[src/hdl/assert_macros.svh]
// Assertion macros for the RTL of the ARP responder (used by its top level).
`ifndef ASSERT_MACROS_SVH
`define ASSERT_MACROS_SVH

// Same-cycle implication, checked on every rising edge outside reset.
`define AST_IMPL(lbl, ante, cons, msg) \
  lbl: assert property (@(posedge clk) disable iff (rst) (ante) |-> (cons)) \
    else $error(msg);

// Next-cycle implication, checked on every rising edge outside reset.
`define AST_NEXT(lbl, ante, cons, msg) \
  lbl: assert property (@(posedge clk) disable iff (rst) (ante) |=> (cons)) \
    else $error(msg);

`endif

[src/hdl/arp_pkg.sv]
// Types and constants of the ARP responder.
`default_nettype none

package arp_pkg;

  // Input item: received ARP frame or resolve query
  typedef struct packed {
    logic        action;
    logic [15:0] arp_op;
    logic [15:0] protocol;
    logic [47:0] sender_hw;
    logic [31:0] sender_ip;
    logic [31:0] target_ip;
    logic [47:0] frame_src_hw;
  } in_item_t;

  // Result item: binding to the IP layer or frame to transmit
  typedef struct packed {
    logic        kind;
    logic [47:0] eth_dest;
    logic [1:0]  out_op;
    logic [47:0] out_sender_hw;
    logic [31:0] out_sender_ip;
    logic [47:0] out_target_hw;
    logic [31:0] out_target_ip;
    logic [31:0] bind_ip;
    logic [47:0] bind_hw;
    logic        forgery_alert;
    logic        last;
  } out_item_t;

  // Configuration registers as seen by the decision logic
  typedef struct packed {
    logic [31:0] my_ip;
    logic [47:0] my_hw;
    logic [31:0] peer_ip;
    logic [31:0] broadcast_ip;
    logic [31:0] subnet_mask;
    logic        proxy_enable;
    logic        fool_enable;
  } cfg_t;

  // Up to two results per input item, with their count
  typedef struct packed {
    out_item_t   res0;
    out_item_t   res1;
    logic [1:0]  count;
  } dec_t;

  // Register indexes on the configuration port
  localparam logic [2:0] CFG_MY_IP        = 3'd0;
  localparam logic [2:0] CFG_MY_HW        = 3'd1;
  localparam logic [2:0] CFG_PEER_IP      = 3'd2;
  localparam logic [2:0] CFG_BROADCAST_IP = 3'd3;
  localparam logic [2:0] CFG_SUBNET_MASK  = 3'd4;
  localparam logic [2:0] CFG_PROXY_ENABLE = 3'd5;
  localparam logic [2:0] CFG_FOOL_ENABLE  = 3'd6;

  // Protocol codes
  localparam logic        ACTION_QUERY   = 1'b1;
  localparam logic [15:0] PROTO_IP       = 16'h0800;
  localparam logic [15:0] ARP_OP_REQUEST = 16'd1;
  localparam logic [1:0]  OUT_OP_REQUEST = 2'd1;
  localparam logic [1:0]  OUT_OP_REPLY   = 2'd2;
  localparam logic        KIND_BIND      = 1'b0;
  localparam logic        KIND_FRAME     = 1'b1;
  localparam logic [47:0] HW_BROADCAST   = 48'hFFFF_FFFF_FFFF;
  localparam logic [7:0]  CLASS_C_HOST   = 8'hFF;

  localparam logic [1:0]  COUNT_NONE = 2'd0;
  localparam logic [1:0]  COUNT_ONE  = 2'd1;
  localparam logic [1:0]  COUNT_TWO  = 2'd2;

endpackage

`default_nettype wire

[src/hdl/arp_decide.sv]
// Decision logic: turns one ARP frame or query into zero, one or two results.
`default_nettype none

module arp_decide (
  input  wire arp_pkg::in_item_t item,
  input  wire arp_pkg::cfg_t     cfg,
  output arp_pkg::dec_t          dec
);
  import arp_pkg::*;

  // Classful network part of an address
  function automatic logic [31:0] net_part(input logic [31:0] a);
    logic [31:0] n;
    if (!a[31])                  n = a & 32'hFF00_0000;
    else if (a[31:30] == 2'b10)  n = a & 32'hFFFF_0000;
    else if (a[31:29] == 3'b110) n = a & ~{24'h0, CLASS_C_HOST};
    else                         n = a;
    return n;
  endfunction

  // Subnet part; a zero mask falls back to classful masking
  function automatic logic [31:0] subnet_part(input logic [31:0] a,
                                              input logic [31:0] m);
    logic [31:0] s;
    s = (m != 32'd0) ? (a & m) : net_part(a);
    return s;
  endfunction

  function automatic out_item_t make_bind(input logic [31:0] ip,
                                          input logic [47:0] hw);
    out_item_t r;
    r         = '0;
    r.kind    = KIND_BIND;
    r.bind_ip = ip;
    r.bind_hw = hw;
    return r;
  endfunction

  function automatic out_item_t make_frame(input logic [47:0] dst,
                                           input logic [1:0]  op,
                                           input logic [47:0] shw,
                                           input logic [31:0] sip,
                                           input logic [47:0] thw,
                                           input logic [31:0] tip,
                                           input logic        alert);
    out_item_t r;
    r               = '0;
    r.kind          = KIND_FRAME;
    r.eth_dest      = dst;
    r.out_op        = op;
    r.out_sender_hw = shw;
    r.out_sender_ip = sip;
    r.out_target_hw = thw;
    r.out_target_ip = tip;
    r.forgery_alert = alert;
    return r;
  endfunction

  logic tgt_me, tgt_peer_bc, forged, proxy;

  assign tgt_me      = item.target_ip == cfg.my_ip;
  assign tgt_peer_bc = (item.target_ip == cfg.peer_ip) ||
                       (item.target_ip == cfg.broadcast_ip);
  assign forged      = (item.sender_hw != cfg.my_hw) && (item.sender_ip == cfg.my_ip);
  assign proxy       = cfg.proxy_enable &&
                       (net_part(item.target_ip) == net_part(cfg.my_ip)) &&
                       (subnet_part(item.target_ip, cfg.subnet_mask) !=
                        subnet_part(cfg.my_ip, cfg.subnet_mask));

  // Result selection
  always_comb begin
    dec = '0;
    if (item.action == ACTION_QUERY) begin
      dec.count = COUNT_ONE;
      if (tgt_me) begin
        dec.res0 = make_bind(item.target_ip, cfg.my_hw);
      end else if (tgt_peer_bc) begin
        dec.res0 = make_bind(item.target_ip, HW_BROADCAST);
      end else begin
        dec.res0 = make_frame(HW_BROADCAST, OUT_OP_REQUEST, cfg.my_hw, cfg.my_ip,
                              48'd0, item.target_ip, 1'b0);
      end
    end else if (item.protocol != PROTO_IP) begin
      dec.count = COUNT_NONE;
    end else if (forged) begin
      // corrective broadcast reply, no binding
      dec.count = COUNT_ONE;
      dec.res0  = make_frame(HW_BROADCAST, OUT_OP_REPLY, cfg.my_hw, cfg.my_ip,
                             cfg.my_hw, cfg.my_ip, 1'b1);
    end else begin
      dec.count = COUNT_ONE;
      dec.res0  = make_bind(item.sender_ip, item.sender_hw);
      if (item.arp_op == ARP_OP_REQUEST) begin
        if (tgt_me || proxy) begin
          dec.count = COUNT_TWO;
          dec.res1  = make_frame(HW_BROADCAST, OUT_OP_REPLY, cfg.my_hw,
                                 item.target_ip, item.sender_hw, item.sender_ip, 1'b0);
        end else if (tgt_peer_bc && cfg.fool_enable) begin
          dec.count = COUNT_TWO;
          dec.res1  = make_frame(item.frame_src_hw, OUT_OP_REPLY, 48'd0,
                                 item.target_ip, item.sender_hw, item.sender_ip, 1'b0);
        end
      end
    end
    dec.res0.last = dec.count == COUNT_ONE;
    dec.res1.last = 1'b1;
  end

endmodule

`default_nettype wire

[src/hdl/arp_responder_unit.sv]
// Top level of the ARP responder: input register, decision, result register.
// A result passes from the input register through the decision logic into the
// result register, which is shared by both results of an item. Throughput: one
// item per cycle while the result side does not stall and it gives at most one
// result; an item with two results holds the input register until both load.
// Reset clears the valid flags, the result index and all configuration registers.
`default_nettype none

module arp_responder_unit (
  input  wire                 clk,
  input  wire                 rst,
  input  wire                 item_valid,
  output logic                item_stall,
  input  wire arp_pkg::in_item_t item,
  output logic                result_valid,
  input  wire                 result_stall,
  output arp_pkg::out_item_t  result,
  input  wire                 cfg_valid,
  output logic                cfg_ready,
  input  wire [2:0]           cfg_index,
  input  wire [47:0]          cfg_data
);
  import arp_pkg::*;

  `include "assert_macros.svh"

  cfg_t      cfg;
  logic      s1_valid;
  in_item_t  s1_item;
  logic      s1_idx;
  dec_t      dec;
  out_item_t sel;
  logic      out_free, out_load, s1_adv, item_take;

  // Configuration registers, always ready
  assign cfg_ready = 1'b1;

  always_ff @(posedge clk) begin
    if (rst) begin
      cfg <= '0;
    end else if (cfg_valid && cfg_ready) begin
      case (cfg_index)
        CFG_MY_IP:        cfg.my_ip        <= cfg_data[31:0];
        CFG_MY_HW:        cfg.my_hw        <= cfg_data;
        CFG_PEER_IP:      cfg.peer_ip      <= cfg_data[31:0];
        CFG_BROADCAST_IP: cfg.broadcast_ip <= cfg_data[31:0];
        CFG_SUBNET_MASK:  cfg.subnet_mask  <= cfg_data[31:0];
        CFG_PROXY_ENABLE: cfg.proxy_enable <= cfg_data[0];
        CFG_FOOL_ENABLE:  cfg.fool_enable  <= cfg_data[0];
        default: ;
      endcase
    end
  end

  arp_decide u_decide (
    .item (s1_item),
    .cfg  (cfg),
    .dec  (dec)
  );

  // Handshake: the held item leaves once its last result moves out, or at once if it gives none
  assign sel        = s1_idx ? dec.res1 : dec.res0;
  assign out_free   = !result_valid || !result_stall;
  assign out_load   = s1_valid && (dec.count != COUNT_NONE) && out_free;
  assign s1_adv     = s1_valid && ((dec.count == COUNT_NONE) || (out_load && sel.last));
  assign item_stall = s1_valid && !s1_adv;
  assign item_take  = item_valid && !item_stall;

  // Input register
  always_ff @(posedge clk) begin
    if (rst) begin
      s1_valid <= 1'b0;
      s1_idx   <= 1'b0;
    end else begin
      if (item_take)   s1_valid <= 1'b1;
      else if (s1_adv) s1_valid <= 1'b0;
      if (item_take || s1_adv) s1_idx <= 1'b0;
      else if (out_load)       s1_idx <= 1'b1;
    end
  end

  always_ff @(posedge clk) begin
    if (item_take) s1_item <= item;
  end

  // Result register
  always_ff @(posedge clk) begin
    if (rst) begin
      result_valid <= 1'b0;
    end else if (out_load) begin
      result_valid <= 1'b1;
    end else if (!result_stall) begin
      result_valid <= 1'b0;
    end
  end

  always_ff @(posedge clk) begin
    if (out_load) result <= sel;
  end

  // Checks
  `AST_IMPL(a_no_stall_empty, !s1_valid, !item_stall, "stall with empty input register")
  `AST_IMPL(a_idx_two, s1_valid && s1_idx, dec.count == COUNT_TWO,
            "second result index on an item without two results")
  `AST_IMPL(a_idx_idle, !s1_valid, !s1_idx, "result index set with no item held")
  `AST_NEXT(a_first_holds, out_load && !sel.last, s1_valid && s1_idx,
            "item left before its second result")

endmodule

`default_nettype wire

[config.mk]
export PLATFORM = sky130hd
export DESIGN_NAME = arp_responder_unit
export DESIGN_NICKNAME = d
export VERILOG_FILES = /design/src/hdl/arp_pkg.sv /design/src/hdl/arp_decide.sv /design/src/hdl/arp_responder_unit.sv
export VERILOG_INCLUDE_DIRS = /design/src /design/src/hdl
export SDC_FILE = /design/constraint.sdc
export NUM_CORES = 1
export LEC_CHECK = 0
export BUFFER_PORTS_ARGS = -buffer_cell sky130_fd_sc_hd__buf_4
export CORE_MARGIN = 8
export CORE_UTILIZATION = 53
export CTS_BUF_LIST = sky130_fd_sc_hd__clkbuf_8
export DETAILED_ROUTE_END_ITERATION = 6
export PLACE_DENSITY = 0.79
export REMOVE_ABC_BUFFERS = 1
export SYNTH_ARGS = -nofsm -noshare
export SYNTH_HDL_FRONTEND = slang
export SYNTH_HIERARCHICAL = 1
export SYNTH_SLANG_ARGS = --single-unit
[constraint.sdc]
create_clock -name clk -period 17.78 [get_ports clk]
set_input_delay 0.889 -clock clk [delete_from_list [all_inputs] [get_ports clk]]
set_output_delay 0.889 -clock clk [all_outputs]
set_load 0.02 [all_outputs]
After elaboration in Yosys (flattened, before gate mapping)
Index checks and enable logic that the tools add are counted.
{"block": "word_totals", "regBits": 667, "latchBits": 0, "ramBits": 0, "romBits": 0, "inputBits": 249, "mem_count": 0}
{"block": "classes", "addsub": 0, "mul": 0, "n_div": 0, "magnitude_cmp": 0, "eq_ne": 21, "shift": 0, "muxes": 26, "bitwise_logic": 2, "reduce_logical": 32}
{"operator": "$mux W293", "count": 7}
{"operator": "$mux W295", "count": 3}
{"operator": "$mux W586", "count": 1}
{"operator": "$eq A32 B32 Y1", "count": 5}
{"operator": "$mux W32", "count": 4}
{"operator": "$and A32 B32 Y32", "count": 2}
{"operator": "$ne A48 B48 Y1", "count": 1}
{"operator": "$mux W16", "count": 2}
{"operator": "$ne A32 B32 Y1", "count": 1}
{"operator": "$reduce_bool A32 Y1", "count": 1}
{"operator": "$eq A16 B1 Y1 const B", "count": 1}
{"operator": "$mux W8", "count": 2}
{"operator": "$ne A16 B12 Y1 const B", "count": 1}
{"operator": "$eq A3 B3 Y1 const B", "count": 5}
{"operator": "$reduce_and A2 Y1", "count": 7}
{"operator": "$logic_and A1 B1 Y1", "count": 10}
{"operator": "$eq A3 B2 Y1 const B", "count": 2}
{"operator": "$mux W2", "count": 3}
{"operator": "$logic_or A1 B1 Y1", "count": 5}
{"operator": "$eq A2 B2 Y1 const B", "count": 2}
{"operator": "$logic_not A1 Y1", "count": 4}
{"operator": "$mux W1", "count": 4}
{"operator": "$reduce_bool A2 Y1", "count": 2}
{"operator": "$eq A3 B1 Y1 const B", "count": 1}
{"operator": "other kinds (5)", "count": 5}

Depth between registers and ports, before layout
{"block": "depth", "depth_word": 25, "mapped_depth": 14}

Hierarchy
Netlist, hierarchy kept.
{"mod": "arp_responder_unit", "instances": 1, "cells_each": 1613, "area_each_um2": 24429.7}
{"mod": "arp_decide", "instances": 1, "cells_each": 1247, "area_each_um2": 8714.6}

Least setup slack after synthesis
OpenSTA, ideal clock, no wires.
{"block": "synth_timing", "path_type": "flip-flop to flip-flop", "start": "reg s1_item[76] (netlist name)", "end": "reg s1_idx", "arrival_time_ns": 18.236, "required_time_ns": 17.652, "path_slack_ns": -0.584, "path_stages_with_launch": 14, "period_less_slack_ns": 18.364, "path_cell_list": "edfxtp_1 > clkbuf_1 > xor2_1 > nor4_1 > nand2_1 > or4_1 > a211oi_2 > a211oi_2 > buf_6 > buf_6 > nor2_1 > o21ai_1 > a21oi_1 > o221a_1"}
{"element": "start: declaration", "line_no": "arp_responder_unit.sv:29", "text": "in_item_t s1_item;"}
{"element": "start signal: assignment", "line_no": "arp_responder_unit.sv:83", "text": "if (item_take) s1_item <= item;"}
{"element": "end signal: assignment", "line_no": "arp_responder_unit.sv:73", "text": "s1_idx <= 1'b0;"}
{"element": "end signal: assignment", "line_no": "arp_responder_unit.sv:77", "text": "if (item_take || s1_adv) s1_idx <= 1'b0;"}
{"element": "end signal: assignment", "line_no": "arp_responder_unit.sv:78", "text": "else if (out_load) s1_idx <= 1'b1;"}
{"element": "end: declaration", "line_no": "arp_responder_unit.sv:30", "text": "logic s1_idx;"}

==> flow_summary.yaml <==
outcome:
  status: "finished clean"
critical_path:
  critical_path_arrival_ns: 6.81
  cpMostUsedCell: "buf_4"
  rrSetupSlack_ns: 11.31
  timing.critical_path.required_ns: 18.12
  cp_slowest_cell: "buf_4"
  criticalPathCategory: "register to register"
  crit_path_start_kind: "register"
  slowest_delay_ns: 0.93
  worst_setup_path_end_kind: "register"
  crit_chain: "xor2_1 -> nor4_1 -> nand4_1 -> o22ai_1 -> and2_1 -> a211oi_4 -> nor2_1 -> o21ai_1 -> a21oi_4 -> buf_4 -> buf_4"
  path_delay_family: "simple AND/OR/NAND/NOR gates"
  path_max_fanout: 80
  crit_buf_inv: 2
clock_tree:
  clock_sinks: 667
  ctsResizeCount: 0
  cts_made_buffers: 109
  htreeDepth: 3
  path_clk_slew_ns: 0.07
  post-cts-setup-buffer-count: 0
  cts-root-buf: "clkbuf_8"
  clk_latency_ns: 0.75
  clockBufferDepth: 3
  tritoncts: "done"
  cts_hold_buffers: 0
die:
  die_w_um: 266
  die_y_um: 266
  die_area_um2: 70800
  rows: 91
  core_area_um2: 61800
  io_pins: 545
  start_util: 0.536
cells_and_area:
  final_nets: 3506
  layout_common_cells: "571 x buf_4, 486 x edfxtp_1, 421 x nand2_1"
  drive_above_1_share: 0.256
  layout_commonest_cell: "buf_4"
  utilization: 0.632
  layoutNonFillerInstCount: 4196
  syn_to_final_growth_pct: 18.0
routing:
  firstDrtPassIters: 6
  dr_total_vias: 24300
  drc: 0
  wl_per_cell_um: 25.8
  drt_wl_total_um: 108000
  antenna_left: 0
  drtIter0Drc: 2696
  vias_per_cell: 5.79
timing:
  timing.fmax_mhz: 155
  layout_min_cycle_time_ns: 6.47
  setup_viol: 0
  skew_ns: 0.0379
  hold_ws_ns: 0.314
  worstMarginPinSlew_ns: 1.34
  slew_headroom: 0.107
  finalMaxSlewViolations: 0
  finalHoldViolCount: 0
  rsz0062_at_grt: "false"
  fin_crit_sh: 0.364
  tns_ns: 0
yosys:
  avgSynthCellArea_um2: 11.6
  seq_area_frac_synth: 0.550
  synth_compound_area_frac: 0.0750
  synth_fa_ha_area_frac: 0
  synth_cell_types: 56
  yosys_warnings: 6
  synthXorXnorAreaFrac: 0.0468
  netlist_area_um2: 33100
  yosys.area_share.simple: 0.158
  synth_top_family_by_area: "simple AND/OR/NAND/NOR gates"
  ys_seq_elements: 667
  synth-edff-count: 486
  synthMuxAreaShare: 0.100
  postSynthCellCount: 2860
  ys.flop_type: "edfxtp_1"
  synthArstFlopShare: 0
pwr:
  p_leak_nw: 15.4
  finalPower_w: 0.00340
  peakVddDrop_uv: 68.3
  power_density_nw_per_um2: 87.0
placed_design:
  io_buffers: 543
  place_inst: 3983
  dp_hpwl_um: 71700
  gp_congestion: 0.994
run:
  cap_violations: 0
global_routing:
  grt_pass1_wl_um: 158000
  grt_start_max_net_pins: 171
  gr-usage-all-layers: 0.294
  grt_pass1_vias: 24300
  antenna_found_initial: 8
  overflow: 0
worst_hold_path:
  hold_class: "input port to register"
worst reg2reg max path: cells and delay by family (launching register included):
kind                   cells  cell delay, ns
AO/OA/AOI/OAI              4            1.64
XOR/XNOR                   1            0.23
buffers and inverters      2            1.77
flip-flops                 1            0.56
AND/OR/NAND/NOR            4            1.79
final timing paths:
| path | startpoint | to | depth (start not counted) |
|---|---|---|---|
| worst max-delay path | s1_item[67] | result[40] | 11 |
| worst min-delay path | item[32] | s1_item[32] | 1 |
| worst max register to register | s1_item[67] | result[40] | 11 |
| worst min register to register | cfg[14] | cfg[14] | 2 |
final cells by class:
class | instances | area (um2)
flip-flops and latches | 667 | 18200
repair buffers | 575 | 4360
inverters | 56 | 210
well taps | 837 | 1050
multi-input cells | 1848 | 13000
diodes | 6 | 15.0
clock inverters | 91 | 611
clock buffers | 116 | 1600
fillers | 4793 | 22700
cells by family after synthesis:
kind of cell           count (synthesis)
AO/OA/AOI/OAI                        395
XOR/XNOR                             177
buffers and inverters                426
flip-flops                           667
multiplexers                         295
other                                  3
AND/OR/NAND/NOR                      897
per-stage QoR:
| step | setup slack [ns] | instance area [um2] |
|---|---|---|
| floorplan | -8.72 | 31300 |
| global placement | 11.63 | 36900 |
| detailed placement | 11.47 | 36900 |
| CTS | 11.48 | 39100 |
| global route | 11.10 | 39100 |
| finish | 11.31 | 39100 |
flip-flops by register name (all words and copies together) (netlist names):
register	cells
cfg	178
result	293
result_valid	1
s1_idx	1
s1_item	193
s1_valid	1
report_power, final:
group / internal, W / switching [W]
clock network: 0.000713 / 0.000652
registers: 0.00173 / 0.0000471
logic: 0.000107 / 0.000155
cell usage after synthesis (56+ instances only):
library cell | count | area, um2
a22o_1 | 68 | 596
nand2_1 | 421 | 1580
inv_1 | 56 | 210
nor3b_2 | 108 | 1350
a21oi_1 | 178 | 891
xor2_1 | 128 | 1120
dfxtp_1 | 181 | 3620
buf_2 | 79 | 395
mux2_1 | 292 | 3290
o21ai_0 | 59 | 295
nor2b_1 | 87 | 544
edfxtp_1 | 486 | 14600
buf_4 | 140 | 1050
nor2_1 | 62 | 233
clkbuf_1 | 134 | 503
per-layer routing:
metal,GRT usage,vias to the layer above,wire length (um)
li1,-,10700,-
met1,0.377,12000,41800
met2,0.469,1338,51500
met3,0.0720,254,10300
met4,0.135,4,4680
met5,0,-,24
Power figures use the tool's default switching activity.
